$ cat src/rtl/heading_error_steer_core_macros.svh
// assertion helpers for the steering core
`ifndef HEADING_ERROR_STEER_CORE_MACROS_SVH
`define HEADING_ERROR_STEER_CORE_MACROS_SVH

// implication checked on every rising clock edge outside reset
`define HES_ASSERT_IMPL(label, ante, cons, msg) \
    label: assert property (@(posedge i_clk) disable iff (!i_rst_n) (ante) |-> (cons)) \
        else $error(msg);

// implication whose consequent is checked in the cycle after the antecedent
`define HES_ASSERT_NEXT(label, ante, cons, msg) \
    label: assert property (@(posedge i_clk) disable iff (!i_rst_n) (ante) |=> (cons)) \
        else $error(msg);

`endif

$ cat src/rtl/hes_pkg.sv
package hes_pkg;

    localparam int TURN_UNITS    = 23040;
    localparam int ATAN_ENTRIES  = 24;
    localparam int SINE_ITER_DEF = 16;
    localparam int CW_RESET      = 16384;
    localparam int DIV_STEPS     = 16;

    typedef logic signed [16:0] t_diff;
    typedef logic signed [15:0] t_q15;

    // quadrant codes
    localparam logic [1:0] QUAD_Y     = 2'd0;
    localparam logic [1:0] QUAD_X     = 2'd1;
    localparam logic [1:0] QUAD_NEG_Y = 2'd2;
    localparam logic [1:0] QUAD_NEG_X = 2'd3;

    // arctangent table, units of 2^-32 turn
    function automatic logic [29:0] atan_lut(input int idx);
        logic [29:0] r;
        r = 30'd0;
        unique case (idx)
            0:  r = 30'd536870912;
            1:  r = 30'd316933406;
            2:  r = 30'd167458907;
            3:  r = 30'd85004756;
            4:  r = 30'd42667331;
            5:  r = 30'd21354465;
            6:  r = 30'd10679838;
            7:  r = 30'd5340245;
            8:  r = 30'd2670163;
            9:  r = 30'd1335087;
            10: r = 30'd667544;
            11: r = 30'd333772;
            12: r = 30'd166886;
            13: r = 30'd83443;
            14: r = 30'd41722;
            15: r = 30'd20861;
            16: r = 30'd10430;
            17: r = 30'd5215;
            18: r = 30'd2608;
            19: r = 30'd1304;
            20: r = 30'd652;
            21: r = 30'd326;
            22: r = 30'd163;
            23: r = 30'd81;
            default: r = 30'd0;
        endcase
        return r;
    endfunction

endpackage

$ cat src/rtl/hes_cordic.sv
// pipelined rotation cordic, one stage per iteration
module hes_cordic #(
    parameter int SINE_ITERATIONS = hes_pkg::SINE_ITER_DEF
) (
    input  logic                 i_clk,
    input  logic                 i_rst_n,
    input  logic                 i_valid,
    input  logic [31:0]          i_bangle,
    output logic                 o_valid,
    output hes_pkg::t_q15        o_sine
);
    import hes_pkg::*;

    localparam int N = (SINE_ITERATIONS < ATAN_ENTRIES) ? SINE_ITERATIONS : ATAN_ENTRIES;

    logic               r_v [N+1];
    logic signed [33:0] r_x [N+1];
    logic signed [33:0] r_y [N+1];
    logic signed [32:0] r_z [N+1];
    logic [1:0]         r_q [N+1];

    always_comb begin
        r_v[0] = i_valid;
        r_x[0] = 34'sd652032874;
        r_y[0] = 34'sd0;
        r_z[0] = 33'($signed({1'b0, i_bangle[29:0]}));
        r_q[0] = i_bangle[31:30];
    end

    // one rotation per register stage
    for (genvar i = 0; i < N; i++) begin : g_stage
        logic signed [33:0] dx, dy;
        assign dx = r_y[i] >>> i;
        assign dy = r_x[i] >>> i;
        always_ff @(posedge i_clk) begin
            if (!i_rst_n) r_v[i+1] <= 1'b0;
            else          r_v[i+1] <= r_v[i];
        end
        always_ff @(posedge i_clk) begin
            r_q[i+1] <= r_q[i];
            if (!r_z[i][32]) begin
                r_x[i+1] <= r_x[i] - dx;
                r_y[i+1] <= r_y[i] + dy;
                r_z[i+1] <= r_z[i] - 33'(atan_lut(i));
            end else begin
                r_x[i+1] <= r_x[i] + dx;
                r_y[i+1] <= r_y[i] - dy;
                r_z[i+1] <= r_z[i] + 33'(atan_lut(i));
            end
        end
    end

    // quadrant select, rounding and saturation
    logic signed [34:0] n_s;
    logic signed [19:0] n_r;
    always_comb begin
        unique case (r_q[N])
            QUAD_Y:     n_s = 35'(r_y[N]);
            QUAD_X:     n_s = 35'(r_x[N]);
            QUAD_NEG_Y: n_s = -35'(r_y[N]);
            QUAD_NEG_X: n_s = -35'(r_x[N]);
            default:    n_s = 35'sd0;
        endcase
        n_r = 20'((n_s + 35'sd16384) >>> 15);
        if (n_r > 20'sd32767)  n_r = 20'sd32767;
        if (n_r < -20'sd32767) n_r = -20'sd32767;
    end

    always_ff @(posedge i_clk) begin
        if (!i_rst_n) o_valid <= 1'b0;
        else          o_valid <= r_v[N];
        o_sine <= n_r[15:0];
    end
endmodule

$ cat config.mk
export PLATFORM = sky130hd
export DESIGN_NAME = hes_cordic
export DESIGN_NICKNAME = d
export VERILOG_FILES = /design/src/rtl/heading_error_steer_core_macros.svh /design/src/rtl/hes_pkg.sv /design/src/rtl/hes_cordic.sv
export SDC_FILE = /design/constraint.sdc
export NUM_CORES = 2
export LEC_CHECK = 0
export BUFFER_PORTS_ARGS = -buffer_cell sky130_fd_sc_hd__clkbuf_2
export CORE_MARGIN = 8
export CORE_UTILIZATION = 44
export DETAILED_ROUTE_END_ITERATION = 8
export PLACE_DENSITY = 0.64
export SLEW_MARGIN = 40
export SYNTH_ARGS = -nofsm -noshare
export SYNTH_HDL_FRONTEND = slang
export SYNTH_SLANG_ARGS = --single-unit
$ cat constraint.sdc
create_clock -name i_clk -period 6 [get_ports i_clk]
set_input_delay 0.6 -clock i_clk [delete_from_list [all_inputs] [get_ports i_clk]]
set_output_delay 0.6 -clock i_clk [all_outputs]
set_load 0.03 [all_outputs]
# After elaboration in Yosys (flattened, before gate mapping)

Index checks and enable logic that the tools add are counted.
W data, S select, Z words.

Flip-flop bits (word level): 1,570
Output and inout port bits: 17
Input bits: 35
Word-level logic and storage cells: 219

Equality and inequality tests: 3
Reductions and logical operators: 1
Add/subtract/negate cells: 88
$lt $le $gt $ge: 2
Muxes and demuxes: 46

Operator list:

| cell             | number |
|---|---|
| $mux W34         | 28 |
| $mux W33         | 14 |
| $pmux W35 S4     | 1 |
| $neg A34 Y35     | 2 |
| $add A34 B19 Y34 | 2 |
| $add A34 B20 Y34 | 2 |
| $add A34 B21 Y34 | 2 |
| $add A34 B22 Y34 | 2 |
| $add A34 B23 Y34 | 2 |
| $add A34 B24 Y34 | 2 |
| $add A34 B25 Y34 | 2 |
| $add A34 B26 Y34 | 2 |
| $add A34 B27 Y34 | 2 |
| $add A34 B28 Y34 | 2 |
| $add A34 B29 Y34 | 2 |
| $add A34 B30 Y34 | 2 |
| $add A34 B31 Y34 | 2 |
| $sub A34 B19 Y34 | 2 |
| $sub A34 B20 Y34 | 2 |
| $sub A34 B21 Y34 | 2 |
| $sub A34 B22 Y34 | 2 |
| $sub A34 B23 Y34 | 2 |
| $sub A34 B24 Y34 | 2 |
| $sub A34 B25 Y34 | 2 |
| 45 further kinds | 55 |

# Logic depth before layout (Yosys ltp)

Depth after elaboration: 6
Mapped depth: 23
Mapped depth without buffers: 23

# Least setup slack after synthesis

Ideal clock, no wire load.

Path type: register to register
Start point: register r_z[395] (netlist bit)
End point: register r_z[361] (netlist bit)
Data arrival time: 4,601 ps
Cell stages (with the launch flop): 17
Path slack: 1,327 ps
Path buffers: 2
Period minus slack after synthesis: 4,673 ps
Path through: dfxtp_1 > clkbuf_1 > clkbuf_1 > clkinv_1 > ha_1 > a211oi_1 > o21bai_1 > o21ai_1 > nor4_1 > o31a_1 > a211o_1 > a211oi_1 > o31ai_1 > or4_1 > a31o_2 > a21oi_1 > xnor2_1

Word-level cells in the longest chain between the ends: 1

Ends and longest elaborated chain:

| element                          | RTL line         | RTL |
|---|---|---|
| start: declaration               | hes_cordic.sv:19 | `logic signed [32:0] r_z [N+1];` |
| start signal: indexed assignment | hes_cordic.sv:44 | `r_z[i+1] <= r_z[i] - 33'(atan_lut(i));` |
| start signal: indexed assignment | hes_cordic.sv:48 | `r_z[i+1] <= r_z[i] + 33'(atan_lut(i));` |
| $mux W33                         | hes_cordic.sv:41 | `if (!r_z[i][32]) begin` |

No other way between the ends.
A chain may end at the register's enable or synchronous reset.

# Worst setup path in the final report

Start point: register r_x, in the netlist g_stage[6].dy[6]
End point: register r_y, in the netlist g_stage[7].dx[25]

Word-level cells in the longest chain between the ends: 2

Ends and longest elaborated chain:

| element                                              | RTL line                           | RTL |
|---|---|---|
| start: declaration                                   | hes_cordic.sv:17                   | `logic signed [33:0] r_x [N+1];` |
| start signal: indexed assignment                     | hes_cordic.sv:42                   | `r_x[i+1] <= r_x[i] - dx;` |
| start signal: indexed assignment                     | hes_cordic.sv:46                   | `r_x[i+1] <= r_x[i] + dx;` |
| $add A34 B28 Y34 or $sub A34 B28 Y34 (tied branches) | hes_cordic.sv:43, hes_cordic.sv:47 |  |
| $mux W34 (*)                                         | hes_cordic.sv:41                   |  |
| end signal: indexed assignment                       | hes_cordic.sv:43                   | `r_y[i+1] <= r_y[i] + dy;` |
| end signal: indexed assignment                       | hes_cordic.sv:47                   | `r_y[i+1] <= r_y[i] - dy;` |
| end: declaration                                     | hes_cordic.sv:18                   | `logic signed [33:0] r_y [N+1];` |

Every way passes the cells marked *; elsewhere a longest branch is shown, timed or not.

==> flow_summary.json <==
{
  "result_of_the_run": "finished clean",
  "maximum_number_of_pins_on_one_net_before_global_route_repair": 74,
  "fin_crit_sh_pct": 86.9,
  "signal_arrival_time_at_the_worst_endpoint_ns": 5.96,
  "crit_path_start_kind": "flop",
  "max_cap_violations": 0,
  "stdcell_count": 15194,
  "drive_gt1_share_pct": 5.00,
  "cts_htree_levels": 4,
  "gp_congestion": 0.920,
  "wirelength_microns": 270000,
  "top_level_ports": 52,
  "final.setup_skew_ns": 0.0422,
  "ctsLongestPathBuffers": 3,
  "synth_largest_area_cell": "sky130_fd_sc_hd__dfxtp_1",
  "post_synth_main_area_contributors": "sky130_fd_sc_hd__dfxtp_1 29%, sky130_fd_sc_hd__ha_1 16%, sky130_fd_sc_hd__xnor2_1 9.9%",
  "unrepaired_setup_endpoints_after_global_routing": "no",
  "netlist_area_sq_um": 103000,
  "drt_first_iter_violations": 4952,
  "clock_sink_count": 1465,
  "globalRoute.totalOverflow": 0,
  "initial_core_util_pct": 44.2,
  "dp_hpwl_microns": 219000,
  "first_global_vias": 82790,
  "detail_route.wl_per_cell_microns": 17.8,
  "port_buffers": 51,
  "antenna_left": 0,
  "antenna_found_initial": 9,
  "globalRouteTotalUtil_pct": 20.8,
  "design.die.area_sq_um": 249000,
  "synth.yosys.seq_area_share_pct": 28.6,
  "area_growth_syn_to_layout_pct": 10.2,
  "worst_hold_path_type": "in -> reg",
  "dr_total_vias": 84894,
  "core_sq_um": 232000,
  "crit_required_ns": 6.75,
  "cts_resized": 0,
  "postSynthRegisterBits": 1465,
  "cp_top_family": "compound AO/OA/AOI/OAI gates",
  "postSynth.asyncResetShare_pct": 0,
  "die-width_microns": 499,
  "n_fill_cell": 21899,
  "numCtsBuffers": 169,
  "critical_path.max_stage_delay_ns": 0.60,
  "vias_per_cell": 5.59,
  "worstPathBufferInverterCount": 0,
  "dp_cells": 14837,
  "clk_latency_ns": 0.83,
  "synthCells": 11856,
  "finalHoldViolCount": 0,
  "finalMaxSlewViolations": 0,
  "finalSetupTns_ns": 0,
  "syn_avg_cell_area_sq_um": 8.65,
  "setup.worst_path.end_class": "flop",
  "root_buffer": "sky130_fd_sc_hd__clkbuf_16",
  "cp_max_fo": 6,
  "timing_worst_setup_path_type": "reg -> reg",
  "final_net_count": 13379,
  "worst_setup_hold_path_clk_slew_ns": 0.06,
  "timing.critical_path.cells": "or4_1 -> or3_1 -> nor3_1 -> nor2_1 -> xnor2_1 -> ha_1 -> a21oi_1 -> nor2b_1 -> o31ai_1 -> a211oi_1 -> o31ai_1 -> a2111oi_0 -> o21ai_0 -> o21ai_0 -> nand2b_1 -> a221oi_1 -> xnor2_1",
  "clock_tree_from_tritoncts": "built",
  "post-route-drc-count": 0,
  "grt_pass1_wl_microns": 432000,
  "post_synth_num_cell_types": 101,
  "std_cell_rows": 177,
  "postSynthNetCount": 13236,
  "min_period_ns": 5.21,
  "floorplan.die.height_microns": 499,
  "critPathSlowestCell": "sky130_fd_sc_hd__or4_1",
  "drtPass1Iterations": 6,
  "max_freq_ghz": 0.192,
  "synth_edf_count": 0,
  "setup-violations-final": 0,
  "ys.flop_type": "sky130_fd_sc_hd__dfxtp_1",
  "worst_slew_pin_slew_ns": 0.869,
  "hold_ws_ns": 0.169,
  "timing.max_slew.rel_slack_pct": 42.1,
  "synthesis.yosys.warnings": 0,
  "synth_largest_type_area_fraction_pct": 28.6
}
routing by layer:
layer	GRT usage, %	vias to the layer above	wire (microns)
li1	-	42907	-
met1	26.2	39752	123000
met2	36.7	1753	128000
met3	2.49	480	10800
met4	6.87	2	9190
met5	0	-	20
Yosys cell counts (28+ instances only):
cell                       instances
sky130_fd_sc_hd__a211o_1          34
sky130_fd_sc_hd__a211oi_1        103
sky130_fd_sc_hd__a21boi_0         39
sky130_fd_sc_hd__a21o_1          514
sky130_fd_sc_hd__a21oi_1        1240
sky130_fd_sc_hd__a31oi_1         124
sky130_fd_sc_hd__and2_1           87
sky130_fd_sc_hd__and3_1          103
sky130_fd_sc_hd__buf_1            28
sky130_fd_sc_hd__clkbuf_1        121
sky130_fd_sc_hd__dfxtp_1        1465
sky130_fd_sc_hd__fa_1             39
sky130_fd_sc_hd__ha_1           1306
sky130_fd_sc_hd__inv_1           464
sky130_fd_sc_hd__mux2_2           50
sky130_fd_sc_hd__mux2i_1          71
sky130_fd_sc_hd__nand2_1         524
sky130_fd_sc_hd__nand2b_1        204
sky130_fd_sc_hd__nand3_1         162
sky130_fd_sc_hd__nand4_1          48
sky130_fd_sc_hd__nor2_1         1066
sky130_fd_sc_hd__nor2b_1         173
sky130_fd_sc_hd__nor3_1          350
sky130_fd_sc_hd__nor3b_1          31
sky130_fd_sc_hd__nor4_1          106
sky130_fd_sc_hd__o211ai_1         49
sky130_fd_sc_hd__o21a_1          196
sky130_fd_sc_hd__o21ai_0         496
sky130_fd_sc_hd__o21bai_1        152
sky130_fd_sc_hd__o31a_1           32
sky130_fd_sc_hd__o31ai_1          66
sky130_fd_sc_hd__o41ai_1          32
sky130_fd_sc_hd__or2_2            58
sky130_fd_sc_hd__or3_1            98
sky130_fd_sc_hd__xnor2_1        1164
sky130_fd_sc_hd__xor2_1          591
layout by cell type, fill, tap and decap left out, types with 34 or more instances in the layout:
| cell | synthesis | layout |
|---|---|---|
| sky130_fd_sc_hd__mux2_2 | 50 | 50 |
| sky130_fd_sc_hd__nand3_1 | 162 | 162 |
| sky130_fd_sc_hd__nor4_1 | 106 | 104 |
| sky130_fd_sc_hd__inv_1 | 464 | 464 |
| sky130_fd_sc_hd__nand2b_1 | 204 | 204 |
| sky130_fd_sc_hd__o21ai_0 | 496 | 496 |
| sky130_fd_sc_hd__clkbuf_2 | 0 | 51 |
| sky130_fd_sc_hd__nor3_1 | 350 | 348 |
| sky130_fd_sc_hd__xnor2_1 | 1164 | 1164 |
| sky130_fd_sc_hd__nor2b_1 | 173 | 173 |
| sky130_fd_sc_hd__ha_1 | 1306 | 1306 |
| sky130_fd_sc_hd__and3_1 | 103 | 103 |
| sky130_fd_sc_hd__nor2_1 | 1066 | 1066 |
| sky130_fd_sc_hd__a31oi_1 | 124 | 123 |
| sky130_fd_sc_hd__a21o_1 | 514 | 514 |
| sky130_fd_sc_hd__o21bai_1 | 152 | 152 |
| sky130_fd_sc_hd__o21a_1 | 196 | 196 |
| sky130_fd_sc_hd__nand2_1 | 524 | 524 |
| sky130_fd_sc_hd__o31ai_1 | 66 | 66 |
| sky130_fd_sc_hd__a21oi_1 | 1240 | 1240 |
| sky130_fd_sc_hd__buf_4 | 2 | 47 |
| sky130_fd_sc_hd__nand4_1 | 48 | 48 |
| sky130_fd_sc_hd__a211oi_1 | 103 | 99 |
| sky130_fd_sc_hd__dfxtp_1 | 1465 | 1451 |
| sky130_fd_sc_hd__o211ai_1 | 49 | 49 |
| sky130_fd_sc_hd__or2_2 | 58 | 58 |
| sky130_fd_sc_hd__fa_1 | 39 | 39 |
| sky130_fd_sc_hd__a21boi_0 | 39 | 39 |
| sky130_fd_sc_hd__xor2_1 | 591 | 591 |
| sky130_fd_sc_hd__clkbuf_8 | 0 | 34 |
| sky130_fd_sc_hd__clkbuf_16 | 0 | 169 |
| sky130_fd_sc_hd__a211o_1 | 34 | 34 |
| sky130_fd_sc_hd__or3_1 | 98 | 98 |
| sky130_fd_sc_hd__and2_1 | 87 | 87 |
| sky130_fd_sc_hd__mux2i_1 | 71 | 71 |
cell type report:
class / instances / area [sq um] / share of cell area (%)
multi-input combinational: 9760 / 70900 / 62.8
sequential: 1465 / 29300 / 26.0
clock buffer: 222 / 4770 / 4.22
tap: 3043 / 3810 / 3.37
inverter: 470 / 1760 / 1.56
clock inverter: 94 / 1400 / 1.24
timing repair buffer: 133 / 978 / 0.866
antenna: 7 / 17.5 / 0.0155
cells by family after synthesis:
logic type | count (synthesis) | share of synthesized area (%)
AO/OA/AOI/OAI | 3402 | 21.1
XOR/XNOR | 1755 | 15.0
adder cells (fa/ha/maj) | 1345 | 16.7
buffers and inverters | 631 | 2.34
flip-flops | 1465 | 28.6
multiplexers | 123 | 1.29
AND/OR/NAND/NOR | 3135 | 15.0
worst paths after layout:
path	startpoint	to	slack [ns]	depth (start not counted)
worst max-delay path	g_stage[6].dy[6]	g_stage[7].dx[25]	0.79	17
worst min-delay path	i_rst_n	r_v[13]	0.17	2
worst max register to register	g_stage[6].dy[6]	g_stage[7].dx[25]	0.79	17
worst min register to register	r_z[199]	r_z[166]	0.32	0
sequential cells by signal, summed over array words and instances (netlist names), 16 cells and up:
signal and flops:
g_stage.dy 323, r_x 149, r_y 149, o_sine 16, r_z 458, g_stage.dx 321
r_q 32, r_v 16
timing repair:
action / in CTS / in global routing
hold endpoints to repair: 33 / 0
setup buffers: 0 / 0
hold buffers: 33 / 0
stage by stage:
| stage | utilization, % | cell area, sq um | worst slack (ns) |
|---|---|---|---|
| floorplan | - | 103000 | 1.33 |
| global placement | 45.8 | 106000 | 0.901 |
| detailed placement | 45.8 | 106000 | 0.842 |
| CTS | 48.6 | 113000 | 0.789 |
| global route | 48.7 | 113000 | 0.239 |
| finish | 48.7 | 113000 | 0.788 |
Power is not shown: default switching activity piles up to over one toggle a cycle in this logic, so the estimate is an artifact.
