File: src/rtl/heading_error_steer_core_macros.svh
// assertion helpers for the steering core
`ifndef HEADING_ERROR_STEER_CORE_MACROS_SVH
`define HEADING_ERROR_STEER_CORE_MACROS_SVH

// implication checked on every rising clock edge outside reset
`define HES_ASSERT_IMPL(label, ante, cons, msg) \
    label: assert property (@(posedge i_clk) disable iff (!i_rst_n) (ante) |-> (cons)) \
        else $error(msg);

// implication whose consequent is checked in the cycle after the antecedent
`define HES_ASSERT_NEXT(label, ante, cons, msg) \
    label: assert property (@(posedge i_clk) disable iff (!i_rst_n) (ante) |=> (cons)) \
        else $error(msg);

`endif

File: src/rtl/hes_pkg.sv
package hes_pkg;

    localparam int TURN_UNITS    = 23040;
    localparam int ATAN_ENTRIES  = 24;
    localparam int SINE_ITER_DEF = 16;
    localparam int CW_RESET      = 16384;
    localparam int DIV_STEPS     = 16;

    typedef logic signed [16:0] t_diff;
    typedef logic signed [15:0] t_q15;

    // quadrant codes
    localparam logic [1:0] QUAD_Y     = 2'd0;
    localparam logic [1:0] QUAD_X     = 2'd1;
    localparam logic [1:0] QUAD_NEG_Y = 2'd2;
    localparam logic [1:0] QUAD_NEG_X = 2'd3;

    // arctangent table, units of 2^-32 turn
    function automatic logic [29:0] atan_lut(input int idx);
        logic [29:0] r;
        r = 30'd0;
        unique case (idx)
            0:  r = 30'd536870912;
            1:  r = 30'd316933406;
            2:  r = 30'd167458907;
            3:  r = 30'd85004756;
            4:  r = 30'd42667331;
            5:  r = 30'd21354465;
            6:  r = 30'd10679838;
            7:  r = 30'd5340245;
            8:  r = 30'd2670163;
            9:  r = 30'd1335087;
            10: r = 30'd667544;
            11: r = 30'd333772;
            12: r = 30'd166886;
            13: r = 30'd83443;
            14: r = 30'd41722;
            15: r = 30'd20861;
            16: r = 30'd10430;
            17: r = 30'd5215;
            18: r = 30'd2608;
            19: r = 30'd1304;
            20: r = 30'd652;
            21: r = 30'd326;
            22: r = 30'd163;
            23: r = 30'd81;
            default: r = 30'd0;
        endcase
        return r;
    endfunction

endpackage

File: src/rtl/hes_divide.sv
// saturation clamp and pipelined restoring divide, one quotient bit per stage
module hes_divide (
    input  logic                 i_clk,
    input  logic                 i_rst_n,
    input  logic                 i_valid,
    input  hes_pkg::t_q15        i_factor,
    input  logic [14:0]          i_width,
    input  hes_pkg::t_diff       i_diff,
    output logic                 o_valid,
    output hes_pkg::t_diff       o_diff,
    output hes_pkg::t_q15        o_factor,
    output hes_pkg::t_q15        o_cmd
);
    import hes_pkg::*;

    localparam int S = DIV_STEPS;

    logic        r_v   [S+1];
    logic        r_sat [S+1];
    logic        r_neg [S+1];
    logic [14:0] r_w   [S+1];
    logic [15:0] r_rem [S+1];
    logic [29:0] r_num [S+1];
    logic [15:0] r_q   [S+1];
    t_diff       r_d   [S+1];
    t_q15        r_f   [S+1];

    logic [14:0] n_mag;
    assign n_mag = i_factor[15] ? 15'(-i_factor) : i_factor[14:0];

    // the upper mag bits are already below w, so they start as the remainder
    always_comb begin
        r_v[0]   = i_valid;
        r_sat[0] = (n_mag >= i_width);
        r_neg[0] = i_factor[15];
        r_w[0]   = i_width;
        r_rem[0] = {2'b0, n_mag[14:1]};
        r_num[0] = {n_mag[0], 29'd0};
        r_q[0]   = 16'd0;
        r_d[0]   = i_diff;
        r_f[0]   = i_factor;
    end

    // mag*32768 / w: last mag bit then 15 zero bits, 16 quotient bits
    for (genvar i = 0; i < S; i++) begin : g_div
        logic [16:0] t;
        assign t = {r_rem[i], r_num[i][29]};
        always_ff @(posedge i_clk) begin
            if (!i_rst_n) r_v[i+1] <= 1'b0;
            else          r_v[i+1] <= r_v[i];
        end
        always_ff @(posedge i_clk) begin
            r_sat[i+1] <= r_sat[i];
            r_neg[i+1] <= r_neg[i];
            r_w[i+1]   <= r_w[i];
            r_d[i+1]   <= r_d[i];
            r_f[i+1]   <= r_f[i];
            r_num[i+1] <= {r_num[i][28:0], 1'b0};
            if (t >= {2'b0, r_w[i]}) begin
                r_rem[i+1] <= 16'(t - {2'b0, r_w[i]});
                r_q[i+1]   <= {r_q[i][14:0], 1'b1};
            end else begin
                r_rem[i+1] <= t[15:0];
                r_q[i+1]   <= {r_q[i][14:0], 1'b0};
            end
        end
    end

    // sign and saturation of the command
    logic [15:0] n_q;
    t_q15        n_cmd;
    always_comb begin
        n_q = (r_q[S] > 16'd32767) ? 16'd32767 : r_q[S];
        if (r_sat[S])      n_cmd = r_neg[S] ? -16'sd32767 : 16'sd32767;
        else if (r_neg[S]) n_cmd = -$signed(n_q);
        else               n_cmd = $signed(n_q);
    end

    always_ff @(posedge i_clk) begin
        if (!i_rst_n) o_valid <= 1'b0;
        else          o_valid <= r_v[S];
        o_diff   <= r_d[S];
        o_factor <= r_f[S];
        o_cmd    <= n_cmd;
    end
endmodule

File: config.mk
export PLATFORM = sky130hd
export DESIGN_NAME = hes_divide
export DESIGN_NICKNAME = d
export VERILOG_FILES = /design/src/rtl/heading_error_steer_core_macros.svh /design/src/rtl/hes_pkg.sv /design/src/rtl/hes_divide.sv
export SDC_FILE = /design/constraint.sdc
export NUM_CORES = 1
export LEC_CHECK = 0
export CORE_MARGIN = 2
export CORE_UTILIZATION = 67
export DETAILED_ROUTE_END_ITERATION = 10
export DONT_BUFFER_PORTS = 1
export PLACE_DENSITY_LB_ADDON = 0.2
export RECOVER_POWER = 100
export SYNTH_ARGS = -nofsm -noshare
export SYNTH_HDL_FRONTEND = slang
export SYNTH_SLANG_ARGS = --single-unit
File: constraint.sdc
create_clock -name i_clk -period 7.6 [get_ports i_clk]
set_clock_uncertainty 0.2 [all_clocks]
set_input_delay 0.38 -clock i_clk [delete_from_list [all_inputs] [get_ports i_clk]]
set_output_delay 0.38 -clock i_clk [all_outputs]
set_load 0.02 [all_outputs]
Word level (Yosys, flattened, before mapping)
Index checks and enable logic that the tools add are counted.

word-level totals
  memory bits (writable) = 0
  ROM bits = 0
  memories = 0
  bits in latches = 0
  input bits = 51
  register bits after elaboration = 1227

operators by class
  muxes and demuxes = 36
  add/sub/neg operators = 17
  equality and inequality tests = 0
  multiply operators = 0
  order comparisons = 18
  bitwise logic cells = 0
  divide/modulo/power cells = 0
  reduce and logical (&&, ||, !) cells = 0
  shift operators = 0

operators with widths
  kind                                                             count
  2-to-1 mux 16 bit                                                18
  >= comparator 17 x 15 -> 1 bit                                   15
  subtractor 16 x 15 -> 16 bit                                     14
  >= comparator 15 bit                                             2
  2-to-1 mux 15 bit                                                2
  greater-than comparator 16 x 15 -> 1 bit, second input constant  1
  2-to-1 mux 1 bit                                                 16
  negation 16 bit                                                  1
  subtractor 15 x 15 -> 16 bit                                     1
  negation 15 bit                                                  1

Logic depth before layout (Yosys ltp)
Gate-level depths: netlist (run 1).

  depth in word-level cells = 5
  gate-level depth with buffers = 15

Worst setup path after synthesis (run 1)
No wires, ideal clock.

  path type = in2reg
  from = input port i_factor[4]
  to = register r_rem (netlist bit g_div[1].t[10])
  stages on the path = 13
  slack = 4.104 ns
  buffers on the path = 1
  arrival = 3.176 ns
  data required time = 7.279 ns
  path through = nor4_1 -> nand4bb_1 -> or2_1 -> o21ai_0 -> xnor2_1 -> ha_1 -> nand2_1 -> o21ai_0 -> o31ai_1 -> o211ai_1 -> and2_1 -> clkbuf_1 -> mux2_2

on the way
  cells in the longest elaborated chain, start to end = 4

ends and longest elaborated chain
  what                                                                  line                                text
  from (decl)                                                           hes_divide.sv:6                     input hes_pkg::t_q15 i_factor,
  negation 15 bit                                                       hes_divide.sv:29                    assign n_mag = i_factor[15] ? 15'(-i_factor) : i_factor[14:0];
  2-to-1 mux 15 bit *                                                   hes_divide.sv:29
  subtractor 15 x 15 -> 16 bit or >= comparator 15 bit (tied branches)  hes_divide.sv:60, hes_divide.sv:59
  2-to-1 mux 15 bit *                                                   hes_divide.sv:59                    if (t >= {2'b0, r_w[i]}) begin
  to (signal, indexed assignment)                                       hes_divide.sv:60                    r_rem[i+1] <= 16'(t - {2'b0, r_w[i]});
  to (signal, indexed assignment)                                       hes_divide.sv:63                    r_rem[i+1] <= t[15:0];
  to (decl)                                                             hes_divide.sv:22                    logic [15:0] r_rem [S+1];

Every way passes the cells marked *; elsewhere a longest branch is shown, timed or not.
A chain may end at the register's enable or synchronous reset.

Worst setup path in the final report (run 1)
  from = register r_w[151] (netlist name)
  to = register r_rem (netlist bit g_div[7].t[16])

on the way
  cells in the longest elaborated chain, start to end = 2

ends and longest elaborated chain
  what                                                                            line                                text
  from (decl)                                                                     hes_divide.sv:21                    logic [14:0] r_w [S+1];
  from (signal, indexed assignment)                                               hes_divide.sv:55                    r_w[i+1] <= r_w[i];
  subtractor 16 x 15 -> 16 bit or >= comparator 17 x 15 -> 1 bit (tied branches)  hes_divide.sv:60, hes_divide.sv:59
  2-to-1 mux 16 bit *                                                             hes_divide.sv:59

Marks and branches as above.

==> results.sh, run 1 <==
export IMPL_cts_hold_buffers_added=50
export IMPL_critPathMaxStageDelay_ns=2.31
export IMPL_post_route_period_util_pct=67.62
export IMPL_reg2reg_from="r_w[151]"
export IMPL_synthCells=3603
export IMPL_dieArea_sq_um=62710
export IMPL_fill_cells=3814
export IMPL_cts_max_path_buffers=3
export IMPL_maxCapViolCount=2
export IMPL_worst_path_buf_inv=1
export IMPL_synth_ff_type="dfxtp_1"
export IMPL_cts_root_buf="clkbuf_16"
export IMPL_die_width_microns=250.4
export IMPL_power_mw=20.91
export IMPL_reg2reg_to="g_div[7].t[16]"
export IMPL_setup_tns_ns=0
export IMPL_timing_slew_headroom_pct=-109.6
export IMPL_max_vdd_ir_drop_mv=0.3099
export IMPL_vias_per_cell=5.798
export IMPL_worstPathMaxFanout=17
export IMPL_dieHeight_microns=250.4
export IMPL_ys_async_sr_fraction_pct=0
export IMPL_grt_use_met1_pct=33.46
export IMPL_synth_edff_count=0
export IMPL_multi_input_area_sq_um=15130
export IMPL_design_core_area_sq_um=60250
export IMPL_slew_violations=35
export IMPL_cp_end_kind="flop"
export IMPL_grt_setup_unrepaired="false"
export IMPL_grt_pass1_wl_microns=141500
export IMPL_critPathKind="reg -> reg"
export IMPL_utilization_pct=75.50
export IMPL_postCtsResizedCells=0
export IMPL_place_congestion=0.9294
export IMPL_ys_seq_area_share_pct=58.80
export IMPL_ys_ff_latch=1195
export IMPL_ys_top_cells_by_count="dfxtp_1, inv_1, ha_1"
export IMPL_cts_tree="yes"
export IMPL_critPathLaunchType="flop"
export IMPL_num_io_pins=101
export IMPL_wl_per_cell_microns=19.25
export IMPL_ant_nets=0
export IMPL_synth_distinct_cells=91
export IMPL_cpMaxStageDelayCell="a311oi_1"
export IMPL_antenna_found_initial=1
export IMPL_cts_made_buffers=106
export IMPL_grt_usage_pct=28.03
export IMPL_clock_latency_ns=0.69
export IMPL_grt_max_degree=29
export IMPL_h_tree_depth=3
export IMPL_r2r_cells=8
export IMPL_synth_warnings=0
export IMPL_whs_path_depth=1
export IMPL_status="finished with violations"
export IMPL_synthesis_area_per_instance_sq_um=11.29
export IMPL_drtIter0Drc=1806
export IMPL_dpl_hpwl_microns=58750
export IMPL_cp_arrival_ns=5.32
export IMPL_fin_hold_ws_ns=0.03595
export IMPL_hp_class="in -> reg"
export IMPL_finalSetupViolations=0
export IMPL_clkTransAtPathRegs_ns=0.07
export IMPL_std_cell_rows=90
export IMPL_syn_nets=3910
export IMPL_synth_area_leaders="dfxtp_1, ha_1, mux2_2"
export IMPL_use_met2_pct=50.71
export IMPL_internal_power_mw=13.93
export IMPL_wirelength_microns=88100
export IMPL_rrSetupSlack_ns=2.46
export IMPL_area_growth_pct=11.80
export IMPL_clkSinkCount=1195
export IMPL_hold_viol=0
export IMPL_drive_above_1_share_pct=9.702
export IMPL_cp_top_family="compound AO/OA/AOI/OAI gates"
export IMPL_violations="max-capacitance violations, max-slew violations"
export IMPL_worstPathRequired_ns=7.78
export IMPL_num_vias=26530
export IMPL_grt_busiest_layer="met2"
export IMPL_use_met3_pct=4.063
export IMPL_p_switching_mw=6.983
export IMPL_period_needed_ns=5.139
export IMPL_start_util_pct=67.53
export IMPL_port_buffers=0
export IMPL_p_sw_share_pct=33.40
export IMPL_seq_area_sq_um=23920
export IMPL_comb_power_share_pct=33.6
export IMPL_crit_path_cell_trace="inv_1 -> ha_1 -> nor2b_1 -> o31a_1 -> o221ai_1 -> a21oi_1 -> a311oi_1 -> o21ai_0"
export IMPL_synth_top_cell_by_area="dfxtp_1"
export IMPL_grt_pass1_vias=27280
export IMPL_hold_path_end="r_d[265]"
export IMPL_cts_setup_buffers=0
export IMPL_synth_area_sq_um=40680
export IMPL_worstHoldStart="i_diff[10]"
export IMPL_yosysMostFrequentCell="dfxtp_1"
export IMPL_p_leak_nw=19.76
export IMPL_power_density_nw_per_um2=459.7
export IMPL_seq_power_share_pct=39.8
export IMPL_drcViolationCount=0
export IMPL_synth_top_cell_area_share_pct=58.80
export IMPL_gr_total_overflow=0
export IMPL_max_freq_mhz=194.6
export IMPL_final_cell_count_no_fill=4576
export IMPL_clock_power_share_pct=26.6
export IMPL_dpl_cell_count=4332
export IMPL_drtPass1Iterations=6
export IMPL_critPathLaunch="r_w[151]"
export IMPL_worst_pin_slew_ns=3.124
export IMPL_fin_nets=4016
-- flip-flops by register name, summed over array words and instances, names as in the netlist --
name	count
r_d	272
r_f	256
g_div.t	240
r_w	225
r_q	136
o_diff	17
o_cmd	16
o_factor	16
r_v	16
o_valid	1
-- area by class of cell --
cell class,count,share of cell area (%)
flip-flops and latches,1195,52.60
inverters,312,2.575
clock inverters,46,1.551
well taps,782,2.151
diodes,1,0.005502
multi-input cells,2037,33.26
repair buffers,57,1.197
clock buffers,146,6.668
-- power groups by stage --
stage | clock, mW | combinational, mW | sequential (mW)
floorplan | 0 | 5.57 | 8.08
global placement | 0 | 6.56 | 8.36
detailed placement | 0 | 6.80 | 8.41
CTS | 5.64 | 7.00 | 8.32
global route | 5.88 | 7.73 | 8.42
finish | 5.57 | 7.02 | 8.33
-- cell families (layout without fill, tap and decap cells) --
logic type	count (synthesis)	after routing	synth area share [%]
XOR/XNOR	133	133	2.863
other	0	1	0
multiplexers	173	173	4.773
AO/OA/AOI/OAI	786	786	12.84
adder cells (fa/ha/maj)	256	256	8.150
buffers and inverters	371	561	3.703
flip-flops	1195	1195	58.80
AND/OR/NAND/NOR	689	689	8.869
-- worst max path at each step --
| stage | to | slack [ns] | cells after the start |
|---|---|---|---|
| after floorplan | g_div[1].t[10] | 4.10 | 13 |
| after global placement | g_div[1].t[13] | 3.13 | 13 |
| after detailed placement | g_div[1].t[13] | 3.12 | 13 |
| after CTS | g_div[1].t[13] | 3.49 | 15 |
| after global routing | g_div[7].t[16] | 2.14 | 8 |
| final | g_div[7].t[16] | 2.46 | 8 |
-- per-stage QoR --
step | cell area, sq um | setup slack, ns
2_1_floorplan | 40680 | 4.104
5_1_grt | 45480 | 2.138
3_3_place_gp | 41370 | 3.130
3_5_place_dp | 41370 | 3.120
4_1_cts | 45610 | 3.492
6_report | 45480 | 2.461
-- cells in the final DEF, fill, tap and decap left out, types with 16 or more instances in the layout --
cell and count:
xnor2_1 70, nor3_1 64, or3_1 21, a31oi_1 27
ha_1 241, inv_1 312, a21oi_1 237, and2_1 22
a21o_1 44, nor2b_1 60, mux2_2 131, dfxtp_1 1195
nand3_1 34, o31ai_1 33, xor2_1 63, mux2i_1 23
clkbuf_16 106, nor2_1 168, mux2_1 19, clkbuf_8 23
nand4_1 41, a211oi_1 32, clkbuf_1 20, nor3b_1 16
o21a_1 71, nand2b_1 24, or2_2 27, o31a_1 29
dlygate4sd3_1 51, o21ai_0 147, nand2_1 117
-- per-layer routing --
| layer | part of all wire, % | vias to the layer above |
|---|---|---|
| met4 | 3.9 | 0 |
| met2 | 51 | 869 |
| li1 | - | 12750 |
| met5 | 0 | - |
| met1 | 41 | 12660 |
| met3 | 4.6 | 256 |
Note: power is estimated with default switching activity, not from simulation.
==> inputs of run 2 (changes only) <==
Settings changed: CORE_UTILIZATION 67 to 62.
Clock period 7.6 ns to 5.3 ns, I/O delays scaled along.
==> run 2 against run 1 <==
Effect of this change:
- the run still ends with max-capacitance violations, max-slew violations left
- clock power grew 45%
- cell area grew 1.1%
- critical path depth grew 9
- highest routed layer unchanged
- critical endpoint is now g_div[1].t[2]
- utilization shrank 4.4 points
- sequential cell count is the same
- total power grew 43%
- critical path type is now in -> reg
- sequential share of layout area shrank 0.57 points
- sequential power grew 43%
- register-to-register slack lost 1.8 ns
- cell count grew 2.4%
- global-route usage shrank 2.6 points
- combinational power grew 42%
==> results.sh, run 2 (synthesized netlist as in run 1, its figures left out) <==
export IMPL_drtPass1Iterations=7
export IMPL_rrSetupSlack_ns=0.69
export IMPL_p_sw_share_pct=33.05
export IMPL_maxCapViolCount=3
export IMPL_dieHeight_microns=260.2
export IMPL_cts_made_buffers=106
export IMPL_grt_pass1_vias=26550
export IMPL_max_freq_mhz=216.5
export IMPL_r2r_cells=8
export IMPL_drtIter0Drc=1666
export IMPL_drcViolationCount=0
export IMPL_multi_input_area_sq_um=15160
export IMPL_regMostFlops="r_d"
export IMPL_clkTransAtPathRegs_ns=0.07
export IMPL_dpl_hpwl_microns=59850
export IMPL_num_vias=26010
export IMPL_ant_nets=0
export IMPL_reg2reg_from="r_w[151]"
export IMPL_internal_power_mw=20.07
export IMPL_gr_total_overflow=0
export IMPL_hp_class="in -> reg"
export IMPL_worstPathMaxFanout=11
export IMPL_vias_per_cell=5.549
export IMPL_wirelength_microns=86390
export IMPL_grt_pass1_wl_microns=137600
export IMPL_mostFrequentLayoutCells="dfxtp_1, inv_1, ha_1"
export IMPL_clock_latency_ns=0.69
export IMPL_post_route_period_util_pct=87.16
export IMPL_grt_setup_unrepaired="false"
export IMPL_grt_max_degree=29
export IMPL_timing_slew_headroom_pct=-78.61
export IMPL_area_growth_pct=13.02
export IMPL_design_core_area_sq_um=64700
export IMPL_antenna_found_initial=3
export IMPL_fill_cells=4397
export IMPL_wl_per_cell_microns=18.43
export IMPL_cts_max_path_buffers=3
export IMPL_crit_path_cell_trace="dlygate4sd3_1 -> dlygate4sd3_1 -> inv_1 -> ha_1 -> nand4bb_1 -> or2_0 -> o21ai_0 -> xnor2_1 -> ha_1 -> nand2_1 -> o21ai_0 -> o31ai_1 -> o211ai_1 -> buf_4 -> and2_0 -> clkbuf_1 -> mux2_2"
export IMPL_worst_pin_slew_ns=2.661
export IMPL_p_switching_mw=9.905
export IMPL_worstHoldStart="i_factor[6]"
export IMPL_num_io_pins=101
export IMPL_start_util_pct=62.88
export IMPL_hold_viol=0
export IMPL_period_needed_ns=4.620
export IMPL_critPathMaxStageDelay_ns=0.60
export IMPL_cp_arrival_ns=4.98
export IMPL_slew_violations=50
export IMPL_critPathKind="in -> reg"
export IMPL_drive_above_1_share_pct=9.995
export IMPL_dieArea_sq_um=67680
export IMPL_seq_power_share_pct=39.8
export IMPL_clock_power_share_pct=26.9
export IMPL_cts_root_buf="clkbuf_16"
export IMPL_clkSinkCount=1195
export IMPL_cp_end_kind="flop"
export IMPL_std_cell_rows=93
export IMPL_max_vdd_ir_drop_mv=0.3799
export IMPL_violations="max-capacitance violations, max-slew violations"
export IMPL_setup_tns_ns=0
export IMPL_cpMaxStageDelayCell="dlygate4sd3_1"
export IMPL_status="finished with violations"
export IMPL_p_leak_nw=19.94
export IMPL_place_congestion=0.9177
export IMPL_worstPathRequired_ns=5.66
export IMPL_power_density_nw_per_um2=651.9
export IMPL_port_buffers=0
export IMPL_cts_tree="yes"
export IMPL_final_common_cell="dfxtp_1"
export IMPL_critPathLaunchType="primary input"
export IMPL_whs_path_depth=5
export IMPL_finalSetupViolations=0
export IMPL_grt_usage_pct=25.42
export IMPL_reg2reg_to="r_q[144]"
export IMPL_fin_nets=4049
export IMPL_seq_area_sq_um=23920
export IMPL_comb_power_share_pct=33.3
export IMPL_postCtsResizedCells=0
export IMPL_h_tree_depth=3
export IMPL_die_width_microns=260.2
export IMPL_fin_hold_ws_ns=0.02481
export IMPL_hold_path_end="g_div[1].t[9]"
export IMPL_largest_register_ffs=272
## run 2: changes by cell type in the layout (fill, tap and decap cells not counted), sizes merged
cell / previous run / this run
clkinv: 24 / 31
dlygate4sd3: 51 / 81
clkbuf: 149 / 146
bufinv: 10 / 12
inv: 316 / 318
buf: 3 / 4
## run 2: per-layer routing
layer	track usage, %	routed length [microns]	share of wire [%]
met5	0	0	0
met1	30.42	36290	42
met3	3.187	3290	3.8
met4	8.556	2228	2.6
met2	46.93	44580	52
## run 2: through the flow
| stage | power, mW | cell area (sq um) | setup WS [ns] | instances | utilization, % |
|---|---|---|---|---|---|
| 6_report | 29.97 | 45980 | 0.6803 | 4688 | 71.07 |
| 3_5_place_dp | 21.83 | 41490 | 1.184 | 4408 | 64.12 |
| 2_1_floorplan | 19.58 | 40680 | 1.919 | 3603 | - |
| 3_3_place_gp | 21.54 | 41490 | 1.180 | 4408 | 64.12 |
| 4_1_cts | 30.14 | 46090 | 0.9842 | 4687 | 71.24 |
| 5_1_grt | 31.65 | 45980 | 0.3302 | 4688 | 71.07 |
## run 2: how the worst max path moves through the flow
stage                     slack, ns              to   startpoint  cells after the start
final                          0.68   g_div[1].t[2]  i_factor[0]                     17
after global routing           0.33   g_div[1].t[2]  i_factor[0]                     17
after CTS                      0.98   g_div[1].t[2]  i_factor[0]                     17
after detailed placement       1.18  g_div[1].t[10]  i_factor[4]                     14
after global placement         1.18  g_div[1].t[11]  i_factor[4]                     14
after floorplan                1.92  g_div[1].t[10]  i_factor[4]                     13
## run 2: repair_timing
item	CTS	global route
hold endpoints to repair	81	0
setup endpoints to repair	0	0
buffers inserted	0	0
hold buffers	81	0
## run 2: final cells by class
class	count	share of cell area, %
repair buffers	90	1.869
inverters	312	2.547
diodes	1	0.005442
clock buffers	141	6.515
well taps	855	2.327
flip-flops and latches	1195	52.03
multi-input cells	2037	32.98
clock inverters	57	1.731
## run 2: power groups by stage
stage	logic, mW	registers [mW]	clock network (mW)
3_5_place_dp	9.76	12.1	0
6_report	9.99	11.9	8.05
5_1_grt	11.0	12.1	8.56
2_1_floorplan	7.99	11.6	0
3_3_place_gp	9.50	12.0	0
4_1_cts	10.0	11.9	8.19
## run 2: worst max-delay path: cells and delay by family
kind / cells / cell delay (ns)
AOI/OAI and AO/OA: 4 / 0.91
xor gates and xnor gates: 1 / 0.14
adders and majority gates: 2 / 0.61
buffers and inverters: 5 / 1.80
muxes: 1 / 0.38
and+or+nand+nor: 4 / 0.87
